## src/hw/rtl/rbm_pkg.sv

```systemverilog
// shared types, codes and constants of the rom bank mapper
package rbm_pkg;

   // eeprom geometry
   localparam int EEPROM_BYTES = 128;
   localparam int ROM_AW       = $clog2(EEPROM_BYTES);
   localparam int ROM_ADDR_W   = 7;

   // input operations
   typedef enum logic [1:0] {
      OP_WRITE    = 2'd0,
      OP_READ     = 2'd1,
      OP_CYCLES   = 2'd2,
      OP_SCANLINE = 2'd3
   } op_type;

   // result kinds
   typedef enum logic [2:0] {
      KIND_READ   = 3'd0,
      KIND_CHR    = 3'd1,
      KIND_PRG16  = 3'd2,
      KIND_PRG8   = 3'd3,
      KIND_MIRROR = 3'd4,
      KIND_IRQ    = 3'd5,
      KIND_PASS   = 3'd6
   } kind_type;

   // mapper register numbers, addr[3:0]
   localparam logic [3:0] REG_CHR_FIRST = 4'd0;
   localparam logic [3:0] REG_CHR_LAST  = 4'd7;
   localparam logic [3:0] REG_PRG       = 4'd8;
   localparam logic [3:0] REG_MIRROR    = 4'd9;
   localparam logic [3:0] REG_IRQ_CTRL  = 4'd10;
   localparam logic [3:0] REG_IRQ_LO    = 4'd11;
   localparam logic [3:0] REG_IRQ_HI    = 4'd12;
   localparam logic [3:0] REG_EEPROM    = 4'd13;
   localparam logic [3:0] REG_ALT_LO_LAST = 4'd3;

   // csr register indexes
   localparam logic [1:0] CSR_ALT_MODE  = 2'd0;
   localparam logic [1:0] CSR_SCANLINE  = 2'd1;
   localparam logic [1:0] CSR_CHR_ROM   = 2'd2;

   // address map
   localparam logic [15:0] HIGH_REGION_BASE = 16'h8000;
   localparam logic [15:0] ALT_REG_END      = 16'h800C;

   // slots and values
   localparam logic [2:0] SLOT_NONE   = 3'd0;
   localparam logic [2:0] SLOT_PRG16  = 3'd4;
   localparam logic [2:0] SLOT_PRG8_0 = 3'd4;
   localparam logic [2:0] SLOT_PRG8_1 = 3'd5;
   localparam logic [2:0] SLOT_PRG8_2 = 3'd6;
   localparam logic [2:0] SLOT_PRG8_3 = 3'd7;
   localparam logic [9:0] READ_STATUS = 10'h010;
   localparam logic [9:0] ALT_HI_PAGE0 = 10'h01E;
   localparam logic [9:0] ALT_HI_PAGE1 = 10'h01F;
   localparam logic [7:0] SCANLINE_CYCLES = 8'd113;

   // eeprom line patterns on register 13
   localparam logic [7:0] EE_NONE  = 8'h00;
   localparam logic [7:0] EE_SCL   = 8'h20;
   localparam logic [7:0] EE_SDA   = 8'h40;
   localparam logic [7:0] EE_BOTH  = 8'h60;
   localparam logic [7:0] EE_RESET = 8'h80;
   localparam logic [7:0] EE_READ  = 8'hE0;
   localparam logic [7:0] EE_MASK_LAST = 8'h80;
   localparam logic [7:0] EE_MASK_FIRST = 8'h01;

   localparam int MAX_RESULTS = 4;

   // one result word
   typedef struct packed {
      kind_type   kind;
      logic [2:0] slot;
      logic [9:0] value;
   } result_type;

   // eeprom register write
   typedef struct packed {
      logic       wr_en;
      logic [7:0] data;
   } ee_cmd_type;

   // irq counter controls
   typedef struct packed {
      logic       ctrl_wr;
      logic       lo_wr;
      logic       hi_wr;
      logic [7:0] data;
      logic       tick;
      logic [7:0] amount;
   } irq_ctl_type;

endpackage

```

## src/hw/rtl/rbm_ram.sv

```systemverilog
// generic single-port-write ram with registered read
module rbm_ram #(
   parameter int WIDTH = 8,
   parameter int DEPTH = 128,
   localparam int AW   = $clog2(DEPTH)
) (
   input  logic             clock,
   input  logic             we,
   input  logic [AW-1:0]    waddr,
   input  logic [WIDTH-1:0] wdata,
   input  logic [AW-1:0]    raddr,
   output logic [WIDTH-1:0] rdata
);

   logic [WIDTH-1:0] mem_ff [DEPTH];
   logic [WIDTH-1:0] rdata_ff;

   // write port and registered read port, read returns old data on collision
   always_ff @(posedge clock) begin
      if (we) begin
         mem_ff[waddr] <= wdata;
      end
      rdata_ff <= mem_ff[raddr];
   end

   assign rdata = rdata_ff;

endmodule

```

## src/hw/rtl/rbm_eeprom.sv

```systemverilog
// serial eeprom emulation: pattern matcher, shift logic and byte store
module rbm_eeprom import rbm_pkg::*; (
   input  logic       clock,
   input  logic       reset,
   input  ee_cmd_type cmd,
   output logic       status_bit
);

   logic                  status_ff, status_in;
   logic                  read_mode_ff, read_mode_in;
   logic [ROM_ADDR_W-1:0] address_ff, address_in;
   logic [7:0]            shift_ff, shift_in;
   logic [7:0]            wmask_ff, wmask_in;
   logic [7:0]            rmask_ff, rmask_in;
   logic [7:0]            hist_ff [4];
   logic [7:0]            hist_in [4];
   logic [EEPROM_BYTES-1:0] valid_ff;
   logic                  fwd_valid_ff;
   logic [7:0]            fwd_data_ff;

   logic [7:0]        d;
   logic [7:0]        cur_byte;
   logic [7:0]        bit_byte;
   logic [7:0]        ram_rdata;
   logic              do_bit;
   logic              bit_one;
   logic              we;
   logic [ROM_AW-1:0] rd_idx;
   logic [ROM_AW-1:0] wr_addr;
   logic [ROM_AW-1:0] ram_raddr;

   assign d         = cmd.data;
   assign rd_idx    = ROM_AW'(address_ff);
   assign wr_addr   = ROM_AW'(address_ff);
   assign ram_raddr = ROM_AW'(address_in);

   // byte at the current address: never written reads zero, last write forwarded
   assign cur_byte = valid_ff[rd_idx] ? (fwd_valid_ff ? fwd_data_ff : ram_rdata) : 8'h00;

   // sequence match on the write history and the new word
   always_comb begin
      status_in    = status_ff;
      read_mode_in = read_mode_ff;
      address_in   = address_ff;
      shift_in     = shift_ff;
      wmask_in     = wmask_ff;
      rmask_in     = rmask_ff;
      hist_in      = hist_ff;
      we           = 1'b0;
      do_bit       = 1'b0;
      bit_one      = 1'b0;
      bit_byte     = shift_ff;
      if (cmd.wr_en) begin
         if (d == EE_RESET) begin
            address_in   = '0;
            read_mode_in = 1'b0;
            wmask_in     = '0;
            rmask_in     = '0;
         end else if (hist_ff[3] == EE_NONE && hist_ff[2] == EE_SCL && hist_ff[1] == EE_BOTH
                      && hist_ff[0] == EE_SDA && d == EE_NONE) begin
            // sync pattern, no effect
         end else if (hist_ff[3] == EE_NONE && hist_ff[2] == EE_SDA && hist_ff[1] == EE_BOTH
                      && hist_ff[0] == EE_SCL && d == EE_NONE) begin
            // start condition
            wmask_in     = EE_MASK_FIRST;
            rmask_in     = EE_MASK_FIRST;
            shift_in     = '0;
            read_mode_in = 1'b0;
         end else if (hist_ff[0] == EE_BOTH && d == EE_READ) begin
            if (!read_mode_ff) begin
               wmask_in     = EE_MASK_FIRST;
               rmask_in     = EE_MASK_FIRST;
               shift_in     = '0;
               read_mode_in = 1'b1;
               status_in    = 1'b0;
            end else begin
               shift_in  = cur_byte;
               status_in = |(cur_byte & rmask_ff);
               rmask_in  = rmask_ff << 1;
               wmask_in  = '0;
            end
         end else if (hist_ff[1] == EE_NONE && hist_ff[0] == EE_SCL && d == EE_NONE) begin
            do_bit = 1'b1;
         end else if (hist_ff[3] == EE_NONE && hist_ff[2] == EE_SDA && hist_ff[1] == EE_BOTH
                      && hist_ff[0] == EE_SDA && d == EE_NONE) begin
            do_bit  = 1'b1;
            bit_one = 1'b1;
         end
         hist_in[0] = d;
         hist_in[1] = hist_ff[0];
         hist_in[2] = hist_ff[1];
         hist_in[3] = hist_ff[2];
      end
      // clock one data bit into the shift byte
      if (do_bit) begin
         bit_byte = bit_one ? (shift_ff | wmask_ff) : (shift_ff & ~wmask_ff);
         shift_in = bit_byte;
         if (wmask_ff == EE_MASK_LAST) begin
            if (read_mode_ff) begin
               we = 1'b1;
            end else begin
               address_in = bit_byte[ROM_ADDR_W-1:0];
            end
            wmask_in = '0;
         end else begin
            wmask_in = wmask_ff << 1;
         end
         rmask_in = '0;
      end
   end

   // state registers and per-entry valid bits
   always_ff @(posedge clock) begin
      if (reset) begin
         status_ff    <= 1'b0;
         read_mode_ff <= 1'b0;
         address_ff   <= '0;
         shift_ff     <= '0;
         wmask_ff     <= '0;
         rmask_ff     <= '0;
         hist_ff      <= '{default: '0};
         valid_ff     <= '0;
         fwd_valid_ff <= 1'b0;
      end else begin
         status_ff    <= status_in;
         read_mode_ff <= read_mode_in;
         address_ff   <= address_in;
         shift_ff     <= shift_in;
         wmask_ff     <= wmask_in;
         rmask_ff     <= rmask_in;
         hist_ff      <= hist_in;
         fwd_valid_ff <= we;
         if (we) begin
            valid_ff[wr_addr] <= 1'b1;
         end
      end
   end

   // forwarded write data
   always_ff @(posedge clock) begin
      fwd_data_ff <= bit_byte;
   end

   rbm_ram #(
      .WIDTH (8),
      .DEPTH (EEPROM_BYTES)
   ) u_store (
      .clock (clock),
      .we    (we),
      .waddr (wr_addr),
      .wdata (bit_byte),
      .raddr (ram_raddr),
      .rdata (ram_rdata)
   );

   assign status_bit = status_ff;

endmodule

```

## src/hw/rtl/rbm_irq.sv

```systemverilog
// 16-bit irq down counter with reload latch
module rbm_irq import rbm_pkg::*; (
   input  logic        clock,
   input  logic        reset,
   input  irq_ctl_type ctl,
   output logic        irq_fire
);

   logic        on_ff, on_in;
   logic [15:0] count_ff, count_in;
   logic [15:0] reload_ff, reload_in;
   logic [15:0] amount;

   assign amount   = 16'(ctl.amount);
   assign irq_fire = ctl.tick && on_ff && (count_ff <= amount);

   // latch writes, arming and counting
   always_comb begin
      on_in     = on_ff;
      count_in  = count_ff;
      reload_in = reload_ff;
      if (ctl.ctrl_wr) begin
         on_in    = ctl.data[0];
         count_in = reload_ff;
      end
      if (ctl.lo_wr) begin
         reload_in[7:0] = ctl.data;
      end
      if (ctl.hi_wr) begin
         reload_in[15:8] = ctl.data;
      end
      if (ctl.tick && on_ff) begin
         if (irq_fire) begin
            on_in    = 1'b0;
            count_in = '0;
         end else begin
            count_in = count_ff - amount;
         end
      end
   end

   always_ff @(posedge clock) begin
      if (reset) begin
         on_ff     <= 1'b0;
         count_ff  <= '0;
         reload_ff <= '0;
      end else begin
         on_ff     <= on_in;
         count_ff  <= count_in;
         reload_ff <= reload_in;
      end
   end

endmodule

```

## src/hw/rtl/rom_bank_mapper_irq_serial_eeprom_unit.sv

```systemverilog
// Cartridge bank mapper top level. A request word is captured in an input register at the edge
// that accepts it and is decoded once the result buffer is free; its response words are then
// registered into the buffer and offered from there. A word can be accepted every cycle while
// the decode is not held by a busy buffer. A word yields zero to four response words, which sit
// in a four-entry result buffer and leave at one per cycle while rsp_ready is high; the next
// request is decoded as soon as the buffer drains to its final entry being taken. The eeprom
// store keeps one valid bit per byte, so it reads as zero after reset with no clearing pass. The
// csr port (3 registers at byte addresses 0, 4, 8) is always ready.
module rom_bank_mapper_irq_serial_eeprom_unit import rbm_pkg::*; (
   input  logic        clock,
   input  logic        reset,
   // request channel
   input  logic        req_valid,
   output logic        req_ready,
   input  logic [1:0]  req_op,
   input  logic [15:0] req_addr,
   input  logic [7:0]  req_wdata,
   input  logic [7:0]  req_cycle_count,
   // response channel
   output logic        rsp_valid,
   input  logic        rsp_ready,
   output logic [2:0]  rsp_kind,
   output logic [2:0]  rsp_slot,
   output logic [9:0]  rsp_value,
   output logic        rsp_last,
   // csr port
   input  logic        psel,
   input  logic        penable,
   input  logic        pwrite,
   input  logic [3:0]  paddr,
   input  logic [31:0] pwdata,
   output logic [31:0] prdata,
   output logic        pready
);

   // csr registers
   logic alt_mode_ff, scanline_ff, chr_rom_ff;

   // input register
   logic        in_valid_ff;
   op_type      in_op_ff;
   logic [15:0] in_addr_ff;
   logic [7:0]  in_wdata_ff;
   logic [7:0]  in_cycles_ff;

   // alternate board bank registers
   logic       alt0_ff, alt0_in;
   logic       alt1_ff, alt1_in;
   logic [7:0] alt2_ff, alt2_in;

   // result buffer
   result_type buf_ff [MAX_RESULTS];
   logic [2:0] cnt_ff;

   logic        go;
   logic        buf_free;
   logic        load;
   result_type  res [MAX_RESULTS];
   logic [2:0]  res_n;
   ee_cmd_type  ee_cmd;
   irq_ctl_type irq_ctl;
   logic        irq_fire;
   logic        status_bit;
   logic [3:0]  reg_sel;
   logic [9:0]  lo_page;
   logic [9:0]  hi_page;
   logic        csr_wr;

   // csr access
   assign pready = 1'b1;
   assign csr_wr = psel && penable && pwrite;

   always_ff @(posedge clock) begin
      if (reset) begin
         alt_mode_ff <= 1'b0;
         scanline_ff <= 1'b0;
         chr_rom_ff  <= 1'b1;
      end else if (csr_wr) begin
         unique case (paddr[3:2])
            CSR_ALT_MODE: alt_mode_ff <= pwdata[0];
            CSR_SCANLINE: scanline_ff <= pwdata[0];
            CSR_CHR_ROM:  chr_rom_ff  <= pwdata[0];
            default: ;
         endcase
      end
   end

   always_comb begin
      unique case (paddr[3:2])
         CSR_ALT_MODE: prdata = {31'b0, alt_mode_ff};
         CSR_SCANLINE: prdata = {31'b0, scanline_ff};
         CSR_CHR_ROM:  prdata = {31'b0, chr_rom_ff};
         default:      prdata = '0;
      endcase
   end

   // handshake: decode when the buffer is empty or handing out its final word
   assign buf_free  = (cnt_ff == 3'd0) || (cnt_ff == 3'd1 && rsp_ready);
   assign go        = in_valid_ff && buf_free;
   assign req_ready = !in_valid_ff || go;
   assign load      = go && (res_n != 3'd0);

   always_ff @(posedge clock) begin
      if (reset) begin
         in_valid_ff <= 1'b0;
      end else if (req_ready) begin
         in_valid_ff <= req_valid;
      end
   end

   always_ff @(posedge clock) begin
      if (req_ready && req_valid) begin
         in_op_ff     <= op_type'(req_op);
         in_addr_ff   <= req_addr;
         in_wdata_ff  <= req_wdata;
         in_cycles_ff <= req_cycle_count;
      end
   end

   assign reg_sel = in_addr_ff[3:0];
   assign lo_page = {4'b0, alt0_in, 5'b0} + {1'b0, alt2_in, 1'b0};
   assign hi_page = {4'b0, alt1_in, 5'b0};

   // word decode
   always_comb begin
      res     = '{default: '0};
      res_n   = 3'd0;
      ee_cmd  = '0;
      irq_ctl = '0;
      alt0_in = alt0_ff;
      alt1_in = alt1_ff;
      alt2_in = alt2_ff;
      irq_ctl.data = in_wdata_ff;
      ee_cmd.data  = in_wdata_ff;
      unique case (in_op_ff)
         OP_WRITE: begin
            if (!alt_mode_ff) begin
               unique case (reg_sel) inside
                  [REG_CHR_FIRST:REG_CHR_LAST]: begin
                     if (chr_rom_ff) begin
                        res[0] = '{KIND_CHR, reg_sel[2:0], {2'b0, in_wdata_ff}};
                        res_n  = 3'd1;
                     end
                  end
                  REG_PRG: begin
                     res[0] = '{KIND_PRG16, SLOT_PRG16, {2'b0, in_wdata_ff}};
                     res_n  = 3'd1;
                  end
                  REG_EEPROM: ee_cmd.wr_en = go;
                  REG_MIRROR: begin
                     res[0] = '{KIND_MIRROR, SLOT_NONE, {8'b0, in_wdata_ff[1:0]}};
                     res_n  = 3'd1;
                  end
                  REG_IRQ_CTRL: irq_ctl.ctrl_wr = go;
                  REG_IRQ_LO:   irq_ctl.lo_wr   = go;
                  REG_IRQ_HI:   irq_ctl.hi_wr   = go;
                  default: ;
               endcase
            end else if (in_addr_ff < HIGH_REGION_BASE) begin
               res[0] = '{KIND_PASS, SLOT_NONE, {2'b0, in_wdata_ff}};
               res_n  = 3'd1;
            end else if (in_addr_ff <= ALT_REG_END) begin
               unique case (reg_sel) inside
                  [REG_CHR_FIRST:REG_ALT_LO_LAST]: begin
                     alt0_in = in_wdata_ff[0];
                     res[0]  = '{KIND_PRG8, SLOT_PRG8_0, lo_page};
                     res[1]  = '{KIND_PRG8, SLOT_PRG8_1, lo_page + 10'd1};
                     res_n   = 3'd2;
                  end
                  [REG_ALT_LO_LAST+4'd1:REG_CHR_LAST]: begin
                     alt1_in = in_wdata_ff[0];
                     res[0]  = '{KIND_PRG8, SLOT_PRG8_2, hi_page + ALT_HI_PAGE0};
                     res[1]  = '{KIND_PRG8, SLOT_PRG8_3, hi_page + ALT_HI_PAGE1};
                     res_n   = 3'd2;
                  end
                  REG_PRG: begin
                     alt2_in = in_wdata_ff;
                     res[0]  = '{KIND_PRG8, SLOT_PRG8_0, lo_page};
                     res[1]  = '{KIND_PRG8, SLOT_PRG8_1, lo_page + 10'd1};
                     res[2]  = '{KIND_PRG8, SLOT_PRG8_2, hi_page + ALT_HI_PAGE0};
                     res[3]  = '{KIND_PRG8, SLOT_PRG8_3, hi_page + ALT_HI_PAGE1};
                     res_n   = 3'd4;
                  end
                  REG_MIRROR: begin
                     res[0] = '{KIND_MIRROR, SLOT_NONE, {8'b0, in_wdata_ff[1:0]}};
                     res_n  = 3'd1;
                  end
                  REG_IRQ_CTRL: irq_ctl.ctrl_wr = go;
                  REG_IRQ_LO:   irq_ctl.lo_wr   = go;
                  REG_IRQ_HI:   irq_ctl.hi_wr   = go;
                  default: ;
               endcase
            end
         end
         OP_READ: begin
            if (in_addr_ff >= HIGH_REGION_BASE || alt_mode_ff) begin
               res[0] = '{KIND_PASS, SLOT_NONE, 10'd0};
            end else if (in_addr_ff[7:0] == 8'h00 && status_bit) begin
               res[0] = '{KIND_READ, SLOT_NONE, READ_STATUS};
            end else begin
               res[0] = '{KIND_READ, SLOT_NONE, 10'd0};
            end
            res_n = 3'd1;
         end
         OP_CYCLES: begin
            irq_ctl.tick   = go && !scanline_ff;
            irq_ctl.amount = in_cycles_ff;
            if (irq_fire) begin
               res[0] = '{KIND_IRQ, SLOT_NONE, 10'd0};
               res_n  = 3'd1;
            end
         end
         OP_SCANLINE: begin
            irq_ctl.tick   = go && scanline_ff;
            irq_ctl.amount = SCANLINE_CYCLES;
            if (irq_fire) begin
               res[0] = '{KIND_IRQ, SLOT_NONE, 10'd0};
               res_n  = 3'd1;
            end
         end
         default: ;
      endcase
   end

   // alternate bank registers
   always_ff @(posedge clock) begin
      if (reset) begin
         alt0_ff <= 1'b0;
         alt1_ff <= 1'b0;
         alt2_ff <= '0;
      end else if (go) begin
         alt0_ff <= alt0_in;
         alt1_ff <= alt1_in;
         alt2_ff <= alt2_in;
      end
   end

   // result buffer, head word at entry 0
   always_ff @(posedge clock) begin
      if (reset) begin
         cnt_ff <= 3'd0;
      end else if (load) begin
         cnt_ff <= res_n;
      end else if (rsp_valid && rsp_ready) begin
         cnt_ff <= cnt_ff - 3'd1;
      end
   end

   always_ff @(posedge clock) begin
      if (load) begin
         buf_ff <= res;
      end else if (rsp_valid && rsp_ready) begin
         for (int i = 0; i < MAX_RESULTS - 1; i++) begin
            buf_ff[i] <= buf_ff[i+1];
         end
      end
   end

   assign rsp_valid = (cnt_ff != 3'd0);
   assign rsp_kind  = buf_ff[0].kind;
   assign rsp_slot  = buf_ff[0].slot;
   assign rsp_value = buf_ff[0].value;
   assign rsp_last  = (cnt_ff == 3'd1);

   rbm_eeprom u_eeprom (
      .clock      (clock),
      .reset      (reset),
      .cmd        (ee_cmd),
      .status_bit (status_bit)
   );

   rbm_irq u_irq (
      .clock    (clock),
      .reset    (reset),
      .ctl      (irq_ctl),
      .irq_fire (irq_fire)
   );

endmodule

```

## config.mk

```make
export PLATFORM = sky130hd
export DESIGN_NAME = rom_bank_mapper_irq_serial_eeprom_unit
export DESIGN_NICKNAME = d
export VERILOG_FILES = /design/src/hw/rtl/rbm_pkg.sv /design/src/hw/rtl/rbm_ram.sv /design/src/hw/rtl/rbm_eeprom.sv /design/src/hw/rtl/rbm_irq.sv /design/src/hw/rtl/rom_bank_mapper_irq_serial_eeprom_unit.sv
export SDC_FILE = /design/constraint.sdc
export NUM_CORES = 2
export LEC_CHECK = 0
export BUFFER_PORTS_ARGS = -buffer_cell sky130_fd_sc_hd__buf_4
export CORE_UTILIZATION = 53
export DETAILED_ROUTE_END_ITERATION = 16
export PLACE_DENSITY_LB_ADDON = 0.15
export SYNTH_ARGS = -nofsm -noshare
export SYNTH_HDL_FRONTEND = slang
export SYNTH_HIERARCHICAL = 1
export SYNTH_SLANG_ARGS = --single-unit
```

## constraint.sdc

```tcl
create_clock -name clock -period 12.6 [get_ports clock]
set_clock_uncertainty 0.2 [all_clocks]
set_input_delay 2.52 -clock clock [delete_from_list [all_inputs] [get_ports clock]]
set_output_delay 2.52 -clock clock [all_outputs]
set_load 0.005 [all_outputs]
```

==> out/qor.yml <==
status: "finished, final reports clean"
grt_pass1_vias: 29451
synth_area_leaders: "edfxtp_1 59%, mux4_2 15%, dfxtp_1 9.4%"
grtUsageTotal_pct: 23.5
clk_latency_ns: 0.75
final_core_util_pct: 59.3
synth_flop_cell: "edfxtp_1"
regToRegEndpoint: "u_eeprom/u_store/rdata[1]"
max_slew_margin_pct: 12.1
syn_avg_cell_area_sq_um: 17.4
reg2reg_slack_ns: 5.01
drt_pre_antenna_iters: 6
start_kind: "input port"
yosysTopAreaCell: "edfxtp_1"
cts_buffer_depth: 3
numCtsBuffers: 141
max_freq_mhz: 112
io_buffer_count: 63
cts.sinks: 1355
layout-drive-gt1-share_pct: 22.7
finalWirelength_mm: 123
synth_edf_count: 1095
yosys_warnings: 6
finalCritPeriodShare_pct: 70.6
synth_common_cells: "1095 x edfxtp_1, 378 x mux4_2, 260 x dfxtp_1, 244 x nor2_1, 151 x nand2b_1"
rr_startpoint: "cnt_ff[1]"
antenna_cells: 0
end_kind: "register"
seqCellArea_sq_um: 38100
drt-vias-per-instance: 6.22
drtAntennaViolNets: 0
fillers: 7448
cts_root_buffer: "clkbuf_16"
start_util_pct: 53.4
cts_max_level: 4
cts_setup_buffers: 0
p_seq_share_pct: 53.5
fin_area_sq_um: 61400
synth.most_common_cell: "edfxtp_1"
hp-start: "u_eeprom/valid_ff[62]"
syn_inst: 3186
rr_worst_depth: 17
ys_types: 83
cts_tree: "yes"
p_leak_nw: 21.7
finalPower_mw: 9.21
die_h_um: 325
p_sw_mw: 1.92
critPathSlowestCell: "mux4_2"
dieWidth_um: 325
fin_tns_setup_ns: 0
num_rows: 118
setup_viol: 0
cp.arrival_ns: 9.31
dp_hpwl_mm: 74.8
powerDensity_nw_per_um2: 150
seq_area_frac_synth_pct: 68.9
hp-class: "reg2reg"
ys_seq_elements: 1355
power_frac_clock_pct: 43.2
p_comb_share_pct: 3.3
dpl_cell_area_sq_um: 56900
cap_violations: 0
antenna_found_initial: 4
area_growth_pct: 11.0
p_int_mw: 7.29
min_to: "u_eeprom/valid_ff[62]"
ios: 129
cts_resized: 0
drtIter0Drc: 3065
clk_pin_slew_worst_paths_ns: 0.06
wl_per_cell_um: 26.1
whs_ns: 0.259
finalHoldViolations: 0
rsz0062_at_grt: "no"
ir_worst_vdd_mv: 0.123
cp_data_required_time_ns: 13.02
multi_input_area_sq_um: 16100
grt_max_degree: 147
cp_max_fo: 38
yosysTopAreaCellShare_pct: 59.5
netlist_area_sq_um: 55300
path_class: "in2reg"
dr_total_vias: 29313
globalRouteOverflowTotal: 0
grt_pass1_wl_mm: 186
core-area_sq_um: 103000
slew_viol_final: 0
hold_path_depth: 2
max_stage_delay_ns: 0.64
ctsHoldBuffers: 0
tightest_slew_ns: 1.31
period_minus_slack_ns: 8.89
switching_share_pct: 20.8
nets: 3312
gp_congestion: 0.876
drc: 0
dieArea_sq_um: 106000
path_cells: "buf_4 -> a21oi_1 -> nand3b_2 -> nor3_1 -> nor4b_2 -> buf_4 -> nand4_1 -> nor3_1 -> o2111ai_1 -> nand2b_1 -> nand2_4 -> buf_4 -> mux4_2 -> mux4_2 -> mux4_2 -> mux2_2"
synthArstFlopShare_pct: 0
==> cell type report <==
class | count | share of cell area (%)
multi-input combinational | 1588 | 26.3
clock inverter | 75 | 1.04
sequential | 1355 | 62.1
timing repair buffer | 108 | 1.45
inverter | 27 | 0.165
tap | 1380 | 2.81
clock buffer | 182 | 6.22
==> power groups by stage <==
| stage | clock network, mW | logic [mW] | registers [mW] |
|---|---|---|---|
| CTS | 4.06 | 0.306 | 4.92 |
| global route | 4.23 | 0.335 | 4.93 |
| floorplan | 0 | 0.232 | 5.00 |
| detailed placement | 0 | 0.305 | 5.02 |
| finish | 3.98 | 0.307 | 4.92 |
| global placement | 0 | 0.298 | 5.02 |
==> critical path: cells and delay by family <==
kind / cells / cell delay (ns)
simple gates: 7 / 2.77
compound gates: 2 / 0.64
mux: 4 / 1.98
buf+inv: 3 / 1.27
==> registers in the layout, summed over array words and instances (netlist names), 10 cells and up <==
| signal | count |
|---|---|
| buf_ff | 21 |
| in_addr_ff | 16 |
| rsp_value | 10 |
| u_eeprom/hist_ff | 32 |
| u_eeprom/u_store/mem_ff | 1024 |
| u_eeprom/valid_ff | 128 |
| u_irq/count_ff | 16 |
| u_irq/reload_ff | 16 |
==> kinds of logic (layout without fill, tap and decap cells) <==
group | Yosys count | in the layout | share of synthesized area [%]
flops | 1355 | 1355 | 68.9
simple gates | 723 | 723 | 6.60
mux | 476 | 476 | 17.2
compound gates | 333 | 333 | 4.33
buf+inv | 273 | 392 | 2.42
fa+ha+maj | 14 | 14 | 0.330
xor+xnor | 10 | 10 | 0.158
other cells | 2 | 32 | 0.0136
==> placed cells by master (no fill, tap or decap), drive strengths merged, types with 9 or more instances in the layout <==
cell,count
a21oi,61
mux2,29
nand3,65
nor2b,18
clkbuf,182
clkinv,56
o31ai,138
dfxtp,260
inv,35
nor3,39
buf,108
nor2,245
mux4,378
nand4,31
a211oi,20
mux2i,69
a21o,12
ha,13
conb,32
nor4,19
nand2b,151
nand2,103
or3,14
a22o,9
and2,9
o21ai,29
edfxtp,1095
==> how the worst max path moves through the flow <==
| stage | from | end | slack [ns] | cells past startpoint |
|---|---|---|---|---|
| 2_1_floorplan | rsp_ready | u_eeprom/u_store/rdata[0] | 4.99 | 17 |
| 3_3_place_gp | rsp_ready | u_eeprom/u_store/rdata[0] | 2.98 | 16 |
| 6_report | rsp_ready | u_eeprom/u_store/rdata[1] | 3.71 | 16 |
| 4_1_cts | rsp_ready | u_eeprom/u_store/rdata[2] | 3.73 | 16 |
| 3_5_place_dp | rsp_ready | u_eeprom/u_store/rdata[2] | 2.98 | 16 |
| 5_1_grt | rsp_ready | u_eeprom/u_store/rdata[0] | 3.33 | 16 |
==> stage by stage <==
stage | worst slack [ns] | cells
5_1_grt | 3.33 | 4715
4_1_cts | 3.73 | 4715
2_1_floorplan | 4.99 | 3216
3_3_place_gp | 2.98 | 4458
3_5_place_dp | 2.98 | 4458
6_report | 3.71 | 4715
==> per-layer routing <==
| metal | share of wire, % | GRT usage, % | vias to the layer above |
|---|---|---|---|
| li1 | - | - | 12741 |
| met4 | 1.9 | 6.15 | 2 |
| met2 | 49 | 37.4 | 1069 |
| met1 | 43 | 33.9 | 15333 |
| met5 | 0.011 | 0 | - |
| met3 | 6.9 | 4.26 | 168 |
(Power assumes the default switching activity.)
